## config.mk

```make
export PLATFORM = sky130hd
export DESIGN_NAME = metric_line_validator
export DESIGN_NICKNAME = d
export VERILOG_FILES = /design/src/hdl/mlv_pkg.sv /design/src/hdl/metric_line_validator.sv /design/src/hdl/mlv_front.sv /design/src/hdl/mlv_queue.sv /design/src/hdl/mlv_back.sv
export SDC_FILE = /design/constraint.sdc
export NUM_CORES = 1
export LEC_CHECK = 0
export ABC_CLOCK_PERIOD_IN_PS = 2400
export BUFFER_PORTS_ARGS = -buffer_cell sky130_fd_sc_hd__buf_2
export CELL_PAD_IN_SITES_DETAIL_PLACEMENT = 0
export CELL_PAD_IN_SITES_GLOBAL_PLACEMENT = 1
export CORE_MARGIN = 3
export CORE_UTILIZATION = 46
export DETAILED_ROUTE_END_ITERATION = 7
export PLACE_DENSITY = 0.79
export SYNTH_ARGS = -nofsm -noshare
export SYNTH_HDL_FRONTEND = slang
export SYNTH_SLANG_ARGS = --single-unit
```

## constraint.sdc

```tcl
create_clock -name clock -period 2.4 [get_ports clock]
set_input_delay 0 -clock clock [delete_from_list [all_inputs] [get_ports clock]]
set_output_delay 0 -clock clock [all_outputs]
set_load 0.02 [all_outputs]
```

## src/hdl/mlv_pkg.sv

```systemverilog
// Package for the metric line validator: byte classes, recogniser and
// line phase encodings, status codes and shared helper functions.
// No dependencies.
package mlv_pkg;

   localparam int unsigned MLV_QUEUE_DEPTH = 4;

   localparam logic [7:0] CH_NEWLINE = 8'h0A;
   localparam logic [7:0] CH_COLON   = 8'h3A;
   localparam logic [7:0] CH_BAR     = 8'h7C;
   localparam logic [7:0] CH_AT      = 8'h40;

   // bytes of "status" matched so far; MISS once the line can no longer match
   localparam logic [2:0] STATUS_LEN  = 3'd6;
   localparam logic [2:0] STATUS_MISS = 3'd7;

   typedef enum logic [2:0] {
      ST_VALID      = 3'd0,
      ST_NO_COLON   = 3'd1,
      ST_EMPTY_KEY  = 3'd2,
      ST_BAD_VALUE  = 3'd3,
      ST_NO_BAR     = 3'd4,
      ST_EMPTY_RATE = 3'd5,
      ST_BAD_RATE   = 3'd6,
      ST_BAD_TYPE   = 3'd7
   } line_status_type;

   typedef enum logic [3:0] {
      PH_KEY   = 4'b0001,
      PH_VALUE = 4'b0010,
      PH_TYPE  = 4'b0100,
      PH_RATE  = 4'b1000
   } phase_type;

   // number prefix recogniser (strtod-style prefix)
   typedef enum logic [8:0] {
      RC_START  = 9'b000000001,
      RC_SIGNED = 9'b000000010,
      RC_DOT    = 9'b000000100,
      RC_I      = 9'b000001000,
      RC_IN     = 9'b000010000,
      RC_N      = 9'b000100000,
      RC_NA     = 9'b001000000,
      RC_ACCEPT = 9'b010000000,
      RC_REJECT = 9'b100000000
   } rc_type;

   typedef struct packed {
      logic [7:0] data;
      logic       newline;
      logic       colon;
      logic       bar;
      logic       at;
      logic       digit;
      logic       dot;
      logic       space;
      logic       sign;
      logic       low_i;
      logic       low_n;
      logic       low_f;
      logic       low_a;
   } byte_class_type;

   function automatic byte_class_type classify(logic [7:0] b);
      byte_class_type c;
      logic [7:0]     l;
      l         = (b >= "A" && b <= "Z") ? b + 8'd32 : b;
      c.data    = b;
      c.newline = (b == CH_NEWLINE);
      c.colon   = (b == CH_COLON);
      c.bar     = (b == CH_BAR);
      c.at      = (b == CH_AT);
      c.digit   = (b >= "0" && b <= "9");
      c.dot     = (b == ".");
      c.space   = (b == 8'd32) || (b >= 8'd9 && b <= 8'd13);
      c.sign    = (b == "+") || (b == "-");
      c.low_i   = (l == "i");
      c.low_n   = (l == "n");
      c.low_f   = (l == "f");
      c.low_a   = (l == "a");
      return c;
   endfunction

   function automatic rc_type recog_next(rc_type s, byte_class_type c);
      rc_type n;
      n = RC_REJECT;
      unique case (s)
         RC_START, RC_SIGNED: begin
            if (s == RC_START && c.space)     n = RC_START;
            else if (s == RC_START && c.sign) n = RC_SIGNED;
            else if (c.digit)                 n = RC_ACCEPT;
            else if (c.dot)                   n = RC_DOT;
            else if (c.low_i)                 n = RC_I;
            else if (c.low_n)                 n = RC_N;
         end
         RC_DOT:    n = c.digit ? RC_ACCEPT : RC_REJECT;
         RC_I:      n = c.low_n ? RC_IN : RC_REJECT;
         RC_IN:     n = c.low_f ? RC_ACCEPT : RC_REJECT;
         RC_N:      n = c.low_a ? RC_NA : RC_REJECT;
         RC_NA:     n = c.low_n ? RC_ACCEPT : RC_REJECT;
         RC_ACCEPT: n = RC_ACCEPT;
         RC_REJECT: n = RC_REJECT;
         default:   n = RC_REJECT;
      endcase
      return n;
   endfunction

   function automatic logic [7:0] status_char(logic [2:0] idx);
      logic [7:0] ch;
      case (idx)
         3'd0:    ch = "s";
         3'd1:    ch = "t";
         3'd2:    ch = "a";
         3'd3:    ch = "t";
         3'd4:    ch = "u";
         3'd5:    ch = "s";
         default: ch = 8'h00;
      endcase
      return ch;
   endfunction

endpackage

```

## src/hdl/metric_line_validator.sv

```systemverilog
// Metric line validator: checks key:value|type[@rate] lines, one byte an item.
// Throughput: one byte per cycle unless stalled; a held result stalls a newline.
// A taken newline goes through the queue, then into the registered result slot.
// req_stall rises only when the queue is full; that happens while a result is held.
// Reset (synchronous, active high) empties the queue, drops any pending result and
// returns the line state to the key phase. No clearing pass is needed.
module metric_line_validator
   import mlv_pkg::*;
#(
   parameter int unsigned QUEUE_DEPTH = MLV_QUEUE_DEPTH
) (
   input  logic       clock,
   input  logic       reset,
   input  logic       req_valid,
   output logic       req_stall,
   input  logic [7:0] req_data_byte,
   output logic       rsp_valid,
   input  logic       rsp_stall,
   output logic [2:0] rsp_line_status,
   output logic       rsp_is_status_request
);

   byte_class_type front_class;
   byte_class_type head_class;
   logic           q_full;
   logic           q_not_empty;
   logic           q_pop;

   // front end: byte flags worked out before queueing so the checker stays shallow
   mlv_front u_front (
      .data_byte  (req_data_byte),
      .byte_class (front_class)
   );

   // queue decouples intake from the checker; it absorbs bytes while a
   // result waits in the output slot
   mlv_queue #(
      .DEPTH (QUEUE_DEPTH)
   ) u_queue (
      .clock     (clock),
      .reset     (reset),
      .push      (req_valid && !q_full),
      .push_item (front_class),
      .full      (q_full),
      .not_empty (q_not_empty),
      .pop       (q_pop),
      .head_item (head_class)
   );

   assign req_stall = q_full;

   // back end: line state, first-error priority, registered result
   mlv_back u_back (
      .clock                 (clock),
      .reset                 (reset),
      .item_ready            (q_not_empty),
      .item                  (head_class),
      .pop                   (q_pop),
      .rsp_valid             (rsp_valid),
      .rsp_stall             (rsp_stall),
      .rsp_line_status       (rsp_line_status),
      .rsp_is_status_request (rsp_is_status_request)
   );

endmodule

```

## src/hdl/mlv_front.sv

```systemverilog
// Front end: classifies each incoming byte into the flags the checker uses.
// Depends on mlv_pkg.
module mlv_front
   import mlv_pkg::*;
(
   input  logic [7:0]     data_byte,
   output byte_class_type byte_class
);

   assign byte_class = classify(data_byte);

endmodule

```

## src/hdl/mlv_queue.sv

```systemverilog
// Short queue of classified items between front end and checker.
// Depends on mlv_pkg.
module mlv_queue
   import mlv_pkg::*;
#(
   parameter int unsigned DEPTH = MLV_QUEUE_DEPTH
) (
   input  logic           clock,
   input  logic           reset,
   input  logic           push,
   input  byte_class_type push_item,
   output logic           full,
   output logic           not_empty,
   input  logic           pop,
   output byte_class_type head_item
);

   localparam int unsigned IDX_W = (DEPTH > 1) ? $clog2(DEPTH) : 1;
   localparam int unsigned CNT_W = $clog2(DEPTH + 1);
   localparam logic [IDX_W-1:0] LAST_IDX = IDX_W'(DEPTH - 1);
   localparam logic [CNT_W-1:0] FULL_CNT = CNT_W'(DEPTH);

   byte_class_type   store_ff [DEPTH];
   logic [IDX_W-1:0] wr_ptr_ff, wr_ptr_in;
   logic [IDX_W-1:0] rd_ptr_ff, rd_ptr_in;
   logic [CNT_W-1:0] count_ff,  count_in;

   assign full      = (count_ff == FULL_CNT);
   assign not_empty = (count_ff != '0);
   assign head_item = store_ff[rd_ptr_ff];

   always_comb begin
      wr_ptr_in = wr_ptr_ff;
      rd_ptr_in = rd_ptr_ff;
      count_in  = count_ff;
      if (push) wr_ptr_in = (wr_ptr_ff == LAST_IDX) ? '0 : wr_ptr_ff + 1'b1;
      if (pop)  rd_ptr_in = (rd_ptr_ff == LAST_IDX) ? '0 : rd_ptr_ff + 1'b1;
      if (push && !pop)      count_in = count_ff + 1'b1;
      else if (pop && !push) count_in = count_ff - 1'b1;
   end

   always_ff @(posedge clock) begin
      if (reset) begin
         wr_ptr_ff <= '0;
         rd_ptr_ff <= '0;
         count_ff  <= '0;
      end else begin
         wr_ptr_ff <= wr_ptr_in;
         rd_ptr_ff <= rd_ptr_in;
         count_ff  <= count_in;
      end
   end

   always_ff @(posedge clock) begin
      if (push) store_ff[wr_ptr_ff] <= push_item;
   end

   a_count_bound: assert property (@(posedge clock) disable iff (reset)
      count_ff <= FULL_CNT)
      else $error("queue count beyond depth");

   a_count_track: assert property (@(posedge clock) disable iff (reset)
      (push && !pop) |=> (count_ff == $past(count_ff) + 1'b1))
      else $error("queue count missed a push");

   a_no_underflow: assert property (@(posedge clock) disable iff (reset)
      pop |-> not_empty)
      else $error("pop from empty queue");

endmodule

```

## src/hdl/mlv_back.sv

```systemverilog
// Back end: per-line checker state and registered result slot.
// Depends on mlv_pkg; fed from mlv_queue.
module mlv_back
   import mlv_pkg::*;
(
   input  logic           clock,
   input  logic           reset,
   input  logic           item_ready,
   input  byte_class_type item,
   output logic           pop,
   output logic           rsp_valid,
   input  logic           rsp_stall,
   output logic [2:0]     rsp_line_status,
   output logic           rsp_is_status_request
);

   phase_type  phase_ff,       phase_in;
   logic       key_seen_ff,    key_seen_in;
   rc_type     value_rc_ff,    value_rc_in;
   logic [7:0] type_c0_ff,     type_c0_in;
   logic [7:0] type_c1_ff,     type_c1_in;
   logic [1:0] type_count_ff,  type_count_in;
   rc_type     rate_rc_ff,     rate_rc_in;
   logic       rate_seen_ff,   rate_seen_in;
   logic [2:0] status_ff,      status_in;

   logic       rsp_valid_ff,   rsp_valid_in;
   logic [2:0] rsp_code_ff,    rsp_code_in;
   logic       rsp_stat_ff,    rsp_stat_in;

   logic            slot_free;
   logic            type_ok;
   line_status_type code;

   // a newline needs the result slot; other items always go through
   assign slot_free = !rsp_valid_ff || !rsp_stall;
   assign pop       = item_ready && (!item.newline || slot_free);

   always_comb begin
      type_ok = 1'b0;
      if (type_count_ff == 2'd1)
         type_ok = (type_c0_ff == "c") || (type_c0_ff == "g") ||
                   (type_c0_ff == "h") || (type_c0_ff == "s");
      else if (type_count_ff == 2'd2)
         type_ok = (type_c0_ff == "m" && type_c1_ff == "s") ||
                   (type_c0_ff == "k" && type_c1_ff == "v");
   end

   // first failing check wins
   always_comb begin
      if (phase_ff == PH_KEY)                               code = ST_NO_COLON;
      else if (!key_seen_ff)                                code = ST_EMPTY_KEY;
      else if (value_rc_ff != RC_ACCEPT)                    code = ST_BAD_VALUE;
      else if (phase_ff == PH_VALUE)                        code = ST_NO_BAR;
      else if (phase_ff == PH_RATE && !rate_seen_ff)        code = ST_EMPTY_RATE;
      else if (phase_ff == PH_RATE && rate_rc_ff != RC_ACCEPT) code = ST_BAD_RATE;
      else if (!type_ok)                                    code = ST_BAD_TYPE;
      else                                                  code = ST_VALID;
   end

   always_comb begin
      phase_in      = phase_ff;
      key_seen_in   = key_seen_ff;
      value_rc_in   = value_rc_ff;
      type_c0_in    = type_c0_ff;
      type_c1_in    = type_c1_ff;
      type_count_in = type_count_ff;
      rate_rc_in    = rate_rc_ff;
      rate_seen_in  = rate_seen_ff;
      status_in     = status_ff;
      rsp_valid_in  = rsp_valid_ff && rsp_stall;
      rsp_code_in   = rsp_code_ff;
      rsp_stat_in   = rsp_stat_ff;

      if (pop && item.newline) begin
         rsp_valid_in  = 1'b1;
         rsp_stat_in   = (status_ff == STATUS_LEN);
         rsp_code_in   = (status_ff == STATUS_LEN) ? ST_VALID : code;
         phase_in      = PH_KEY;
         key_seen_in   = 1'b0;
         value_rc_in   = RC_START;
         type_count_in = 2'd0;
         rate_rc_in    = RC_START;
         rate_seen_in  = 1'b0;
         status_in     = 3'd0;
      end else if (pop) begin
         if (status_ff < STATUS_LEN && item.data == status_char(status_ff))
            status_in = status_ff + 1'b1;
         else
            status_in = STATUS_MISS;

         if (phase_ff == PH_KEY) begin
            if (item.colon) phase_in = PH_VALUE;
            else            key_seen_in = 1'b1;
         end else begin
            // value text runs on to the end of the line
            value_rc_in = recog_next(value_rc_ff, item);
            unique case (phase_ff)
               PH_VALUE: begin
                  if (item.bar) phase_in = PH_TYPE;
               end
               PH_TYPE: begin
                  if (item.at) begin
                     phase_in = PH_RATE;
                  end else begin
                     if (type_count_ff == 2'd0) type_c0_in = item.data;
                     if (type_count_ff == 2'd1) type_c1_in = item.data;
                     if (type_count_ff != 2'd3) type_count_in = type_count_ff + 1'b1;
                  end
               end
               PH_RATE: begin
                  rate_seen_in = 1'b1;
                  rate_rc_in   = recog_next(rate_rc_ff, item);
               end
               default: ;
            endcase
         end
      end
   end

   always_ff @(posedge clock) begin
      if (reset) begin
         phase_ff      <= PH_KEY;
         key_seen_ff   <= 1'b0;
         value_rc_ff   <= RC_START;
         type_count_ff <= 2'd0;
         rate_rc_ff    <= RC_START;
         rate_seen_ff  <= 1'b0;
         status_ff     <= 3'd0;
         rsp_valid_ff  <= 1'b0;
      end else begin
         phase_ff      <= phase_in;
         key_seen_ff   <= key_seen_in;
         value_rc_ff   <= value_rc_in;
         type_count_ff <= type_count_in;
         rate_rc_ff    <= rate_rc_in;
         rate_seen_ff  <= rate_seen_in;
         status_ff     <= status_in;
         rsp_valid_ff  <= rsp_valid_in;
      end
   end

   always_ff @(posedge clock) begin
      type_c0_ff  <= type_c0_in;
      type_c1_ff  <= type_c1_in;
      rsp_code_ff <= rsp_code_in;
      rsp_stat_ff <= rsp_stat_in;
   end

   assign rsp_valid             = rsp_valid_ff;
   assign rsp_line_status       = rsp_code_ff;
   assign rsp_is_status_request = rsp_stat_ff;

   a_no_overwrite: assert property (@(posedge clock) disable iff (reset)
      (rsp_valid_ff && rsp_stall) |-> !(pop && item.newline))
      else $error("held result overwritten");

   a_newline_result: assert property (@(posedge clock) disable iff (reset)
      (pop && item.newline) |=> rsp_valid_ff)
      else $error("newline gave no result");

   a_status_code: assert property (@(posedge clock) disable iff (reset)
      (rsp_valid_ff && rsp_stat_ff) |-> (rsp_code_ff == ST_VALID))
      else $error("status line with non-zero code");

endmodule

```

==> impl_metrics.json <==
{
  "status": "completed",
  "netlist_area_um2": 6480,
  "grt_start_max_net_pins": 23,
  "drt_iter0_drc": 335,
  "post-synth-top-count-cell": "edfxtp_1",
  "cp_data_arrival_time_ns": 2.66,
  "coreArea_um2": 13500,
  "synth_nets": 551,
  "crit_type": "reg -> reg",
  "first_pass_iters": 5,
  "area_delta_synth_final_pct": 17.2,
  "grt_use_total_pct": 17.8,
  "setup_viol": 0,
  "layout-drive-gt1-share_pct": 18.9,
  "dp_slack_ns": -0.0204,
  "wire_per_inst_um": 17.1,
  "start_util_pct": 48.0,
  "cts_setup_buffers": 0,
  "hpwl_mm": 8.98,
  "dieArea_um2": 15600,
  "clockRootBuffer": "clkbuf_16",
  "path_buf_inv": 2,
  "power.internal_mw": 5.53,
  "synth_edf_count": 100,
  "met3_length_um": 504,
  "die_w_um": 125,
  "clockBufferDepth": 2,
  "first_global_vias": 4233,
  "cts_made_buffers": 17,
  "p_clk_share_pct": 30.9,
  "hold_class": "in -> reg",
  "vias_per_cell": 5.62,
  "netlist_top_cells_count": "edfxtp_1, nor2_1, dfxtp_1",
  "fp.dieH_um": 125,
  "layout_setup_ws_ns": 0.0998,
  "yosysTopAreaCell": "edfxtp_1",
  "worstMarginPinSlew_ns": 0.721,
  "powerDensity_nw_per_um2": 1090,
  "h-tree-depth": 4,
  "vdd_drop_max_uv": 542,
  "cpMaxStageDelayCell": "mux4_2",
  "antenna_cells": 0,
  "yosys-top-cells-area": "edfxtp_1, dfxtp_1, mux4_2",
  "yosys.area.top_type_share_pct": 46.3,
  "clkTransAtPathRegs_ns": 0.06,
  "antenna_found_initial": 0,
  "p_switching_mw": 2.73,
  "vias": 4260,
  "ys_ff_latch": 139,
  "worst_setup_path_start_kind": "flip-flop",
  "synth_flop_cell": "edfxtp_1",
  "syn_area_per_cell_um2": 12.4,
  "gr-total-overflow": 0,
  "cp.required_ns": 2.76,
  "stdcell_area_um2": 7600,
  "drtAntennaViolNets": 0,
  "relSlewSlack_pct": 51.3,
  "synth_warnings": 0,
  "gp_congestion": 0.845,
  "critPathTopFamily": "multiplexers",
  "crit_chain": "mux4_2, a31oi_4, inv_2, ha_1, inv_1, fa_1, xor2_1, or3_1, a21oi_1",
  "fmax_ghz": 0.435,
  "drv_cap": 0,
  "hold_violations": 0,
  "fin_nets": 599,
  "clk_latency_ns": 0.42,
  "p_leak_nw": 2.60,
  "swShare_pct": 33.0,
  "dpl-instance-area_um2": 6880,
  "cp_max_fo": 6,
  "drt_wl_total_mm": 13.0,
  "drc": 0,
  "fin_hold_ws_ns": 0.216,
  "seq_area_frac_synth_pct": 58.4,
  "wl_met2_mm": 6.19,
  "rsz0062_at_grt": "no",
  "slew_violations": 0,
  "grt_pass1_wl_mm": 21.8,
  "pwr-share-seq_pct": 38.0,
  "cts_tree": "built",
  "highest_layer": "met4",
  "worst_setup_path_end_kind": "flip-flop",
  "setup_tns_ns": 0,
  "fin_crit_ns": 2.30,
  "synth-async-reset-ratio_pct": 0,
  "ios": 18,
  "report.power.total_mw": 8.26,
  "n_fill_cell": 1095,
  "period_share_pct": 95.8,
  "clock-skew-final_ns": 0.00649,
  "slowest_delay_ns": 0.54,
  "synthCells": 521,
  "met1_length_mm": 6.05,
  "power_frac_comb_pct": 31.2,
  "std_cell_rows": 42,
  "ys_types": 65,
  "cts.sinks": 139,
  "io_buffers": 17
}
-- cells in the final DEF (no fill, tap or decap), drive strengths merged, types with 9 or more instances in the layout --
cell type	Yosys	layout
or3	10	10
nor3	18	18
ha	17	17
nor2	48	48
dfxtp	39	39
nand2	32	32
buf	5	43
nor2b	9	9
nand3	10	10
nor4	11	11
o21ai	23	23
mux4	20	20
dlygate4sd3	0	11
inv	20	29
edfxtp	100	100
clkbuf	20	17
a21oi	28	28
and2	9	9
-- final timing paths --
kind | cells after the start | start | endpoint | slack, ns
worst max-delay path | 9 | flip-flop | u_queue.count_ff[2]$_SDFFE_PP0P_ | 0.1
worst min-delay path | 5 | req_valid | u_queue.wr_ptr_ff[0]$_SDFFE_PP0P_ | 0.22
worst max register to register | 9 | flip-flop | u_queue.count_ff[2]$_SDFFE_PP0P_ | 0.1
worst min register to register | 2 | u_queue.rd_ptr_ff[1]$_SDFFE_PP0P_ | flip-flop | 0.48
-- flip-flops by register name, summed over array words and instances, names as in the netlist, named ones only --
register and count:
u_back.type_c1_ff 8, u_queue.count_ff 3, u_back.rate_seen_ff 1, u_back.phase_ff 4, u_back.rsp_line_status 3, u_back.key_seen_ff 1
u_queue.store_ff 80, u_back.rsp_is_status_request 1, u_back.status_ff 3, u_back.rsp_valid 1, u_back.rate_rc_ff 9, u_queue.wr_ptr_ff 2
u_back.type_c0_ff 8, u_back.value_rc_ff 9, u_back.type_count_ff 2, u_queue.rd_ptr_ff 2
-- metal layers --
layer | global-route usage, % | vias to the layer above
li1 | - | 2074
met1 | 24.1 | 2077
met2 | 28.0 | 90
met3 | 3.64 | 19
met4 | 7.35 | 0
met5 | 0 | -
-- per-stage QoR --
| stage | utilization [%] | instances |
|---|---|---|
| after global placement | 50.9 | 715 |
| after global routing | 56.3 | 758 |
| final | 56.3 | 758 |
| after floorplan | - | 521 |
| after detailed placement | 50.9 | 715 |
| after CTS | 56.0 | 758 |
-- cells by family after synthesis --
group                      Yosys count  synth area share, %
adders and majority gates           18                 3.59
muxes                               27                 8.36
DFF                                139                 58.4
xor gates and xnor gates            12                 1.62
and+or+nand+nor                    198                 17.2
AOI/OAI and AO/OA                   82                 8.03
buffers and inverters               45                 2.84
-- worst min-delay path: cells and delay by family --
kind / cells / cell delay (ns)
and+or+nand+nor: 2 / 0.23
muxes: 1 / 0.11
buffers and inverters: 2 / 0.25
-- timing repair --
action / in CTS / in global routing
endpoints found under the setup margin: 19 / 22
resized for setup: 4 / 6
pin swaps: 0 / 1
endpoints found under the hold margin: 42 / 0
hold buffers: 11 / 0
-- power by group through the flow --
stage          Sequential [mW]  Clock [mW]  Combinational [mW]
6_report                  3.14        2.55                2.57
5_1_grt                   3.18        2.69                2.85
4_1_cts                   3.13        2.59                2.54
3_5_place_dp              3.18           0                2.51
3_3_place_gp              3.16           0                2.47
2_1_floorplan             3.17           0                1.75
-- cell type report --
class                   instances  area [um^2]  area share (%)
multi-input cells             337         2540            33.4
clock inverters                15          151            1.99
well taps                     176          220            2.90
clock buffers                  17          425            5.60
inverters                      20         75.1           0.988
flip-flops and latches        139         3790            49.9
repair buffers                 54          398            5.24
No activity file was read; power rests on OpenSTA's default activity.
